===== config.mk =====
export PLATFORM = sky130hd
export DESIGN_NAME = sysex_frame_commit_fifo_flat
export DESIGN_NICKNAME = d
export VERILOG_FILES = /design/src/rtl/sfc_pkg.sv /design/src/rtl/sfc_if.sv /design/src/rtl/sfc_store.sv /design/src/rtl/sfc_ctrl.sv /design/src/rtl/sysex_frame_commit_fifo.sv /design/src/flat_wrapper.sv
export SDC_FILE = /design/constraint.sdc
export NUM_CORES = 2
export LEC_CHECK = 0
export BUFFER_PORTS_ARGS = -buffer_cell sky130_fd_sc_hd__buf_2
export CAP_MARGIN = 10
export CORE_ASPECT_RATIO = 0.8
export CORE_MARGIN = 5
export CORE_UTILIZATION = 45
export DETAILED_ROUTE_END_ITERATION = 12
export PLACE_DENSITY_LB_ADDON = 0.2
export SLEW_MARGIN = 30
export SYNTH_ARGS = -nofsm -noshare
export SYNTH_HDL_FRONTEND = slang
export SYNTH_SLANG_ARGS = --single-unit
export TNS_END_PERCENT = 5

===== constraint.sdc =====
create_clock -name clk -period 3.23 [get_ports clk]
set_input_delay 0.4845 -clock clk [delete_from_list [all_inputs] [get_ports clk]]
set_output_delay 0.4845 -clock clk [all_outputs]
set_load 0.1 [all_outputs]

===== src/rtl/sfc_pkg.sv =====
// Package for the SysEx frame commit FIFO: constants, request codes and the
// memory control struct. No dependencies.
`timescale 1ns / 1ps
`default_nettype none

package sfc_pkg;

  localparam int STORE_DEPTH_DEF = 256;

  localparam logic [7:0] SYSEX_START = 8'hF0;
  localparam logic [7:0] SYSEX_END   = 8'hF7;

  // request codes on req_type
  localparam logic REQ_RX  = 1'b0;
  localparam logic REQ_POP = 1'b1;

  // strobes from the controller to the ring store
  typedef struct packed {
    logic wr_en;
    logic rd_en;
  } mem_ctl_t;

endpackage

`default_nettype wire


===== src/rtl/sfc_if.sv =====
// Valid/ready channel interfaces for the SysEx frame commit FIFO.
// Depends on nothing; payload widths are fixed.
`timescale 1ns / 1ps
`default_nettype none

interface sfc_req_if;
  logic       valid;
  logic       ready;
  logic       req_type;
  logic [7:0] rx_byte;
  logic       framing_error;
  logic       overrun;

  modport source (output valid, req_type, rx_byte, framing_error, overrun, input ready);
  modport sink   (input valid, req_type, rx_byte, framing_error, overrun, output ready);
endinterface

interface sfc_rsp_if;
  logic       valid;
  logic       ready;
  logic [7:0] pop_data;
  logic       pop_valid;
  logic       error_flag;

  modport source (output valid, pop_data, pop_valid, error_flag, input ready);
  modport sink   (input valid, pop_data, pop_valid, error_flag, output ready);
endinterface

`default_nettype wire


===== src/rtl/sfc_store.sv =====
// Ring store: one write port, one read port, registered read data.
// Depends on sfc_pkg for the control struct.
`timescale 1ns / 1ps
`default_nettype none

module sfc_store #(
  parameter int STORE_DEPTH = sfc_pkg::STORE_DEPTH_DEF,
  parameter int AW          = $clog2(STORE_DEPTH)
) (
  input  wire logic             clk,
  input  wire sfc_pkg::mem_ctl_t ctl,
  input  wire logic [AW-1:0]    wr_addr,
  input  wire logic [7:0]       wr_data,
  input  wire logic [AW-1:0]    rd_addr,
  output logic      [7:0]       rd_data
);

  logic [7:0] mem [STORE_DEPTH];

  always_ff @(posedge clk) begin
    if (ctl.wr_en) begin
      mem[wr_addr] <= wr_data;
    end
  end

  // read data holds until the next read, so a stalled result stays put
  always_ff @(posedge clk) begin
    if (ctl.rd_en) begin
      rd_data <= mem[rd_addr];
    end
  end

endmodule

`default_nettype wire


===== src/rtl/sfc_ctrl.sv =====
// Pointer and framing control plus the result register.
// Depends on sfc_pkg for constants, request codes and the control struct.
`timescale 1ns / 1ps
`default_nettype none

module sfc_ctrl #(
  parameter int STORE_DEPTH = sfc_pkg::STORE_DEPTH_DEF,
  parameter int AW          = $clog2(STORE_DEPTH)
) (
  input  wire logic              clk,
  input  wire logic              rst,
  input  wire logic              in_fire,
  input  wire logic              out_take,
  input  wire logic              req_type,
  input  wire logic [7:0]        rx_byte,
  input  wire logic              framing_error,
  input  wire logic              overrun,
  output sfc_pkg::mem_ctl_t      ctl,
  output logic      [AW-1:0]     wr_addr,
  output logic      [7:0]        wr_data,
  output logic      [AW-1:0]     rd_addr,
  output logic                   res_valid,
  output logic                   res_pop_valid,
  output logic                   res_err
);

  localparam logic [AW-1:0] PTR_LAST = AW'(STORE_DEPTH - 1);

  logic [AW-1:0] write_ptr, write_ptr_next;
  logic [AW-1:0] commit_ptr, commit_ptr_next;
  logic [AW-1:0] read_ptr, read_ptr_next;
  logic          in_frame, in_frame_next;
  logic          error_latch, error_latch_next;
  logic          pop_hit;
  logic [AW-1:0] write_inc, read_inc;

  assign write_inc = (write_ptr == PTR_LAST) ? '0 : write_ptr + 1'b1;
  assign read_inc  = (read_ptr == PTR_LAST) ? '0 : read_ptr + 1'b1;

  assign wr_addr = write_ptr;
  assign wr_data = rx_byte;
  assign rd_addr = read_ptr;

  always_comb begin
    write_ptr_next   = write_ptr;
    commit_ptr_next  = commit_ptr;
    read_ptr_next    = read_ptr;
    in_frame_next    = in_frame;
    error_latch_next = error_latch;
    ctl              = '0;
    pop_hit          = 1'b0;
    if (in_fire) begin
      if (req_type == sfc_pkg::REQ_POP) begin
        if (read_ptr != commit_ptr) begin
          pop_hit       = 1'b1;
          ctl.rd_en     = 1'b1;
          read_ptr_next = read_inc;
        end
      end else if (overrun) begin
        error_latch_next = 1'b1;
      end else if (framing_error) begin
        error_latch_next = 1'b1;
        in_frame_next    = 1'b0;
        write_ptr_next   = commit_ptr;
      end else if (rx_byte == sfc_pkg::SYSEX_START) begin
        in_frame_next  = 1'b1;
        write_ptr_next = commit_ptr;
      end else if (in_frame) begin
        ctl.wr_en      = 1'b1;
        write_ptr_next = write_inc;
        if (rx_byte == sfc_pkg::SYSEX_END) begin
          in_frame_next   = 1'b0;
          commit_ptr_next = write_inc;
        end
      end
    end
  end

  always_ff @(posedge clk) begin
    if (rst) begin
      write_ptr   <= '0;
      commit_ptr  <= '0;
      read_ptr    <= '0;
      in_frame    <= 1'b0;
      error_latch <= 1'b0;
    end else begin
      write_ptr   <= write_ptr_next;
      commit_ptr  <= commit_ptr_next;
      read_ptr    <= read_ptr_next;
      in_frame    <= in_frame_next;
      error_latch <= error_latch_next;
    end
  end

  // result register; loads with each accepted item
  always_ff @(posedge clk) begin
    if (rst) begin
      res_valid <= 1'b0;
    end else if (in_fire) begin
      res_valid <= 1'b1;
    end else if (out_take) begin
      res_valid <= 1'b0;
    end
  end

  always_ff @(posedge clk) begin
    if (in_fire) begin
      res_pop_valid <= pop_hit;
      res_err       <= error_latch_next;
    end
  end

endmodule

`default_nettype wire


===== src/rtl/sysex_frame_commit_fifo.sv =====
// SysEx frame commit FIFO: framed receive ring buffer with commit on end byte.
// A result is presented in the cycle after its item is accepted.
// Throughput: one item per cycle while results are taken; the single result
// register is the only buffering, so a stalled result holds off the next item.
// Reset (rst, synchronous): pointers, frame state and error flag clear; store not cleared.
// Depends on sfc_pkg, sfc_if, sfc_store and sfc_ctrl.
`timescale 1ns / 1ps
`default_nettype none

module sysex_frame_commit_fifo #(
  parameter int STORE_DEPTH = sfc_pkg::STORE_DEPTH_DEF
) (
  input  wire logic clk,
  input  wire logic rst,
  sfc_req_if.sink   req,
  sfc_rsp_if.source rsp
);

  localparam int AW = $clog2(STORE_DEPTH);

  sfc_pkg::mem_ctl_t ctl;
  logic [AW-1:0]     wr_addr;
  logic [AW-1:0]     rd_addr;
  logic [7:0]        wr_data;
  logic [7:0]        rd_data;
  logic              res_valid;
  logic              res_pop_valid;
  logic              res_err;
  logic              in_fire;
  logic              out_take;

  // Accept when the result register is empty or is being drained this cycle.
  assign req.ready = !res_valid || rsp.ready;
  assign in_fire   = req.valid && req.ready;
  assign out_take  = res_valid && rsp.ready;

  // Control: pointers, framing and the result register. Writes to the store
  // happen at the accept edge; a pop's read lands in the store's output
  // register at the same edge, so a pop right after a write sees the new byte.
  sfc_ctrl #(
    .STORE_DEPTH (STORE_DEPTH),
    .AW          (AW)
  ) u_ctrl (
    .clk           (clk),
    .rst           (rst),
    .in_fire       (in_fire),
    .out_take      (out_take),
    .req_type      (req.req_type),
    .rx_byte       (req.rx_byte),
    .framing_error (req.framing_error),
    .overrun       (req.overrun),
    .ctl           (ctl),
    .wr_addr       (wr_addr),
    .wr_data       (wr_data),
    .rd_addr       (rd_addr),
    .res_valid     (res_valid),
    .res_pop_valid (res_pop_valid),
    .res_err       (res_err)
  );

  // Ring store; read data holds while the result waits.
  sfc_store #(
    .STORE_DEPTH (STORE_DEPTH),
    .AW          (AW)
  ) u_store (
    .clk     (clk),
    .ctl     (ctl),
    .wr_addr (wr_addr),
    .wr_data (wr_data),
    .rd_addr (rd_addr),
    .rd_data (rd_data)
  );

  // Data reads as zero unless the pop found a committed byte.
  assign rsp.valid      = res_valid;
  assign rsp.pop_valid  = res_pop_valid;
  assign rsp.pop_data   = res_pop_valid ? rd_data : 8'h00;
  assign rsp.error_flag = res_err;

endmodule

`default_nettype wire

===== src/flat_wrapper.sv =====
// flat-port wrapper written by rule: the top's interface ports become plain ports
module sysex_frame_commit_fifo_flat 
#(
  parameter int STORE_DEPTH = sfc_pkg::STORE_DEPTH_DEF
)
  (clk, rst, req_valid, req_req_type, req_rx_byte, req_framing_error, req_overrun, req_ready, rsp_valid, rsp_pop_data, rsp_pop_valid, rsp_error_flag, rsp_ready);
  sfc_req_if req_i ();
  sfc_rsp_if rsp_i ();
  input  wire logic clk;
  input  wire logic rst;
  input wire logic [$bits(req_i.valid)-1:0] req_valid;
  input wire logic [$bits(req_i.req_type)-1:0] req_req_type;
  input wire logic [$bits(req_i.rx_byte)-1:0] req_rx_byte;
  input wire logic [$bits(req_i.framing_error)-1:0] req_framing_error;
  input wire logic [$bits(req_i.overrun)-1:0] req_overrun;
  output wire logic [$bits(req_i.ready)-1:0] req_ready;
  output wire logic [$bits(rsp_i.valid)-1:0] rsp_valid;
  output wire logic [$bits(rsp_i.pop_data)-1:0] rsp_pop_data;
  output wire logic [$bits(rsp_i.pop_valid)-1:0] rsp_pop_valid;
  output wire logic [$bits(rsp_i.error_flag)-1:0] rsp_error_flag;
  input wire logic [$bits(rsp_i.ready)-1:0] rsp_ready;
  assign req_i.valid = req_valid;
  assign req_i.req_type = req_req_type;
  assign req_i.rx_byte = req_rx_byte;
  assign req_i.framing_error = req_framing_error;
  assign req_i.overrun = req_overrun;
  assign req_ready = req_i.ready;
  assign rsp_valid = rsp_i.valid;
  assign rsp_pop_data = rsp_i.pop_data;
  assign rsp_pop_valid = rsp_i.pop_valid;
  assign rsp_error_flag = rsp_i.error_flag;
  assign rsp_i.ready = rsp_ready;
  sysex_frame_commit_fifo #(.STORE_DEPTH(STORE_DEPTH)) u_core (.clk(clk), .rst(rst), .req(req_i), .rsp(rsp_i));
endmodule

# After elaboration in Yosys (flattened, before gate mapping)
# Memory sizes are Yosys's and may differ from the RTL's. A register that Yosys moved wholly into a read port is not among the register bits.
# Cells that the tools add are included.
[classes]
muxes = 26
n_addsub = 2
n_reduce_logical = 10
n_bitwise = 4
eq_ne = 5
[op_table]
columns = ["op", "count"]
rows = [
  ["$mux W8", 6],
  ["$eq A8 B8 Y1 const B", 4],
  ["$mux W1", 19],
  ["$add A8 B1 Y8 const B", 2],
  ["$ne A8 B8 Y1", 1],
  ["$reduce_and A7 Y1", 1],
  ["$reduce_and A3 Y1", 2],
  ["$not A1 Y1", 4],
  ["$reduce_and A4 Y1", 1],
  ["$reduce_bool A3 Y1", 1],
  ["$logic_and A1 B1 Y1", 2],
  ["$mux W2", 1],
  ["$reduce_bool A2 Y1", 1],
  ["$logic_not A1 Y1", 1],
  ["$logic_or A1 B1 Y1", 1],
]
[word_totals]
output_inout_bits = 12
input_bits = 15
word_cells = 56
reg_bits = 29
mem_count = 1
ram_bits = 2048
[mem_list]
columns = ["name", "words", "word_bits", "read_ports", "rd_ports_with_merged_regs", "wr", "line_no", "text"]
rows = [
  ["u_core.u_store.mem", 256, 8, 1, 1, 1, "sfc_store.sv:18", "logic [7:0] mem [STORE_DEPTH];"],
]

# Depth between registers and ports, before layout
[logic_depth]
depth_word = 8
mapped_depth = 13
mapped_depth_nobuf = 7

# Cells and area by module
# Synthesis repeated with hierarchy kept, for this count alone.
[unflattened]
cells_unflattened = 3947
area_unflattened_um2 = 81434.4
[modules_own_cells]
columns = ["module", "seq_area_each_um2", "n_inst", "cells_each", "area_per_inst_um2"]
rows = [
  ["sfc_store", 61739.2, 1, 3733, 79636.4],
  ["sfc_ctrl", 600.6, 1, 203, 1717.9],
  ["sysex_frame_commit_fifo", 0.0, 1, 11, 80.1],
]

# Worst setup path before layout
# OpenSTA, ideal clock, no wires.
[synth_timing]
path_kind = "register to register"
from = "reg u_core.u_ctrl.res_valid"
to = "mem u_core.u_store.mem[12][0], enable pin"
setup_ns = 0.370
n_path_buf = 1
required_time_ns = 2.860
slack_ns = -0.642
period_less_slack_ns = 3.872
path_stages_with_launch = 9
arrival_time_ns = 3.501
path_cell_list = "dfxtp_1 > nand2b_1 > nand2_1 > nor3_1 > and3_1 > nor3b_1 > nand2_1 > clkbuf_1 > nor2_1"
[synth_between]
elab_chain_cells = 6
[synth_rtl]
columns = ["element", "line_no", "text"]
rows = [
  ["start: declaration", "sfc_ctrl.sv:22", "output logic res_valid,"],
  ["start signal: assignment", "sfc_ctrl.sv:98", "res_valid <= 1'b0;"],
  ["start signal: assignment", "sfc_ctrl.sv:100", "res_valid <= 1'b1;"],
  ["start signal: assignment", "sfc_ctrl.sv:102", "res_valid <= 1'b0;"],
  ["$logic_not A1 Y1", "sysex_frame_commit_fifo.sv:33", "assign req.ready = !res_valid || rsp.ready;"],
  ["$logic_or A1 B1 Y1", "sysex_frame_commit_fifo.sv:33", ""],
  ["net req_ready", "flat_wrapper.sv:16", "output wire logic [$bits(req_i.ready)-1:0] req_ready;"],
  ["$logic_and A1 B1 Y1", "sysex_frame_commit_fifo.sv:34", "assign in_fire = req.valid && req.ready;"],
  ["$mux W2", "sfc_ctrl.sv:52", "if (in_fire) begin"],
  ["$mux W1", "sfc_store.sv:21", "if (ctl.wr_en) begin"],
  ["$mux W1 (implied by the code)", "sfc_store.sv:22", "mem[wr_addr] <= wr_data;"],
  ["end: declaration", "sfc_store.sv:18", ""],
]
# The timed path passes the listed nets, and every way through them passes these cells.

# Worst setup path after layout
[layout_timing]
from = "reg u_core.u_ctrl.read_ptr[0] (netlist: u_core.u_ctrl.rd_addr[0])"
to = "reg u_core.u_store.rd_data[5], read port of u_core.u_store.mem (data pin)"
[layout_between]
elab_chain_cells = 4
[layout_rtl]
columns = ["element", "line_no", "text"]
rows = [
  ["start: declaration", "sfc_ctrl.sv:31", "logic [AW-1:0] read_ptr, read_ptr_next;"],
  ["start signal: assignment", "sfc_ctrl.sv:89", "read_ptr <= read_ptr_next;"],
  ["$ne A8 B8 Y1", "sfc_ctrl.sv:54", "if (read_ptr != commit_ptr) begin"],
  ["$mux W1", "sfc_ctrl.sv:54", ""],
  ["$mux W1", "sfc_ctrl.sv:53", "if (req_type == sfc_pkg::REQ_POP) begin"],
  ["$mux W2", "sfc_ctrl.sv:52", ""],
  ["end: declaration", "sfc_store.sv:15", "output logic [7:0] rd_data"],
]
# Several ways; a longest one is shown, not always the timed one.
# A chain may end at the register's enable or synchronous reset.

==> results.cfg <==
[critical_path]
crit_type = flip-flop to flip-flop
worstPathRequired_ns = 3.78
rr_worst_depth = 9
reg2reg_to = u_core.u_store.rd_data[5]
cp.depth = 9
reg2reg_setup_slack_ns = 0.05
cp_common_cell = buf_12
critPathMaxFanout = 17
worst-path-buf-inv = 3
endpoint = u_core.u_store.rd_data[5]
crit_chain = buf_4 -> buf_12 -> buf_12 -> mux4_2 -> a22oi_1 -> a21oi_1 -> nor3_2 -> a211o_1 -> nand4_1
cp.arrival_ns = 3.73
crit_slowest_cell = mux4_2
end_kind = flip-flop
crit_path_start_kind = flip-flop
cpPeakStageDelay_ns = 0.50
crit_family = compound AO/OA/AOI/OAI gates
r2r-start = u_core.u_ctrl.rd_addr[0]
critPathLaunch = u_core.u_ctrl.rd_addr[0]

[power_and_ir_drop]
swShare = 0.199
p_seq_frac = 0.559
p_clk_frac = 0.428
vdd_drop_max_mv = 0.509
power.internal_mw = 42.5
comb_power_share = 0.012
p_leak_nw = 30.2
pwr_density_cell_nw_per_um2 = 554
power.switching_mw = 10.6

[synthesis]
synth.area.mux_share = 0.148
synth_compound_area_frac = 0.0362
ys_seq_area_frac = 0.761
synth_xor_area_frac = 0.00203
synth_flop_cell = edfxtp_1
synthAdderAreaFrac = 0.000764
ys_warn_count = 0
syn_inst = 4012
synth_top_family_by_area = multiplexers
ys_ff_latch = 2085
synth.avg_cell_area_um2 = 20.4
yosys.area_share.simple = 0.0300
synth_edf_count = 2058
synthArstFlopShare = 0
ys_types = 86
synthesis.area_um2 = 81900
syn_nets = 4032

[clocking]
tritoncts = yes
clk_pin_slew_ns = 0.06
clockBufferDepth = 3
cts_sinks = 2085
htreeDepth = 4
clk-insertion-delay-late_ns = 0.84
numCtsBuffers = 199
root_buffer = clkbuf_16

[timing]
fin_crit_sh = 0.985
fmax_mhz = 314
rsz0062_at_grt = yes
finalHoldViolations = 0
worst_slack_ns = 0.0497
finClkSkew_ns = 0.0510
setup_tns_ns = 0
slew_headroom = 0.286
setup-violations-final = 0
tightestPinTransition_ns = 1.07
slew_violations = 0
post-route-min-period_ns = 3.18

[floorplan]
fp.dieH_um = 392
die_area_um2 = 191000
core_region_area_um2 = 181000
pin_count = 27
dieWidth_um = 487
initial_core_util = 0.451
fp-row-count = 140

[worst_hold_path]
hold_path.class = input pin to flip-flop
holdPathStages = 4

[run_status]
status = finished clean

[routing]
drt_pass1_iterations = 5
drc = 0
routed_wl_mm = 236
final_antenna_net_count = 0
drt_iter0_drc = 5980
drt-vias-per-instance = 6.05
vias = 43900
wl_per_cell_um = 32.5

[placement]
globalplace.congestion = 0.860
place_area_um2 = 89400
io_buffers = 26
place_hpwl_mm = 151
place_ws_ns = -0.233

[layout]
drive_gt1_frac = 0.301
fin_area_um2 = 96000
nets = 4695
syn2layout_area_growth_pct = 17.2

[global_route]
globalRouteOverflowTotal = 0
grt_pass1_vias = 42800
grt_pass1_wl_mm = 331
grt_max_degree = 186
antenna_found_initial = 12
grt_usage = 0.246

[run]
drv_cap = 0
-- registers in the layout, indices dropped and copies added, names as in the netlist --
register	count
u_core.u_ctrl.in_frame	1
u_core.u_ctrl.wr_addr	8
u_core.u_ctrl.error_latch	1
u_core.u_store.mem	2048
u_core.u_ctrl.res_err	1
u_core.u_ctrl.rd_addr	8
u_core.u_ctrl.res_valid	1
u_core.u_ctrl.res_pop_valid	1
u_core.u_ctrl.commit_ptr	8
u_core.u_store.rd_data	8
-- per-stage QoR --
stage / util / hold WS, ns / power (mW) / cells
finish: 0.529 / 0.0942 / 53.1 / 7248
global route: 0.529 / 0.0850 / 54.6 / 7246
CTS: 0.528 / 0.0211 / 53.5 / 7237
detailed placement: 0.492 / 0.500 / 31.0 / 6873
global placement: 0.492 / 0.493 / 30.9 / 6873
floorplan: - / 0.477 / 30.4 / 4012
-- power groups by stage --
stage / combinational (mW) / sequential (mW) / clock, mW
after floorplan: 0.0599 / 30.3 / 0
after global placement: 0.640 / 30.3 / 0
after detailed placement: 0.664 / 30.3 / 0
after CTS: 0.664 / 29.7 / 23.1
after global routing: 0.696 / 29.7 / 24.2
final: 0.657 / 29.7 / 22.8
-- worst register-to-register path: stages, from the launching register on --
cell and delay, ns:
dfxtp_4 0.49, buf_4 0.22, buf_12 0.20, buf_12 0.20, mux4_2 0.51, a22oi_1 0.33, a21oi_1 0.28, nor3_2 0.35
a211o_1 0.23, nand4_1 0.10
-- how the worst min path moves through the flow --
stage | to | from | slack, ns
2_1_floorplan | u_core.u_ctrl.wr_addr[1] | u_core.u_ctrl.commit_ptr[1] | 0.48
3_3_place_gp | u_core.u_ctrl.res_valid | u_core.u_ctrl.res_valid | 0.49
3_5_place_dp | u_core.u_ctrl.wr_addr[1] | u_core.u_ctrl.commit_ptr[1] | 0.50
4_1_cts | u_core.u_ctrl.error_latch | req_overrun | 0.02
5_1_grt | u_core.u_ctrl.rd_addr[6] | rst | 0.09
6_report | u_core.u_ctrl.error_latch | req_overrun | 0.09
-- layout make-up --
cell class	instances	area [um^2]
tap	2414	3020
multi-input combinational	1675	17900
clock inverter	96	960
antenna	3	7.51
fill	14300	85500
sequential	2085	62400
timing repair buffer	706	6360
inverter	8	32.5
clock buffer	261	5310
-- metal layers --
layer  vias to the layer above  GRT usage  wire length (um)
met3                       296     0.0580             23700
met2                      2241      0.360            104000
met5                         -          0                 0
met4                         0     0.0563              5460
li1                      17900          -                 -
met1                     23400      0.377            102000
-- cells by family (layout without fill, tap and decap cells) --
group / count (synthesis) / count (layout)
AO/OA/AOI/OAI: 425 / 425
flip-flops: 2085 / 2085
AND/OR/NAND/NOR: 570 / 570
multiplexers: 656 / 656
other: 0 / 3
XOR/XNOR: 19 / 19
buffers and inverters: 252 / 1071
adder cells (fa/ha/maj): 5 / 5
-- cells in the final DEF, fill, tap and decap left out, types with 21 or more instances in the layout --
| cell | n |
|---|---|
| nor2_1 | 307 |
| a221oi_1 | 45 |
| a211oi_1 | 23 |
| o22ai_1 | 30 |
| a21oi_1 | 87 |
| o21ai_0 | 44 |
| clkinv_2 | 28 |
| a31oi_1 | 21 |
| mux2i_1 | 211 |
| nand2_1 | 115 |
| edfxtp_1 | 2058 |
| buf_12 | 68 |
| clkbuf_16 | 206 |
| mux4_2 | 417 |
| a22oi_1 | 69 |
| clkinv_1 | 39 |
| clkbuf_1 | 57 |
| buf_4 | 593 |
-- timing repair --
item	in CTS	in global routing
gates cloned	0	3
endpoints found under the hold margin	3	0
resized for setup	7	25
hold buffers	3	0
endpoints found under the setup margin	6	12
pin swaps	0	2
setup buffers	4	5
-- Yosys cell counts, types with 9 or more instances --
cell	instances	area, um^2
a211oi_1	25	188
a21oi_1	88	440
a221oi_1	45	394
a22oi_1	69	518
a31oi_1	21	131
and2_1	16	100
and3_1	13	81.3
buf_2	68	340
buf_4	20	150
buf_6	30	338
buf_8	20	300
clkbuf_1	78	293
clkbuf_8	16	220
dfxtp_1	27	541
edfxtp_1	2058	61800
mux2i_1	212	2120
mux4_1	19	499
mux4_2	417	9390
nand2_1	127	477
nand2b_1	9	56.3
nand3_1	24	120
nor2_1	311	1170
nor2b_1	23	144
nor3_1	13	65.1
o211ai_1	14	105
o21ai_0	48	240
o221ai_1	19	166
o22ai_1	30	188
xor2_1	13	114
No activity file was read; power rests on OpenSTA's default activity.
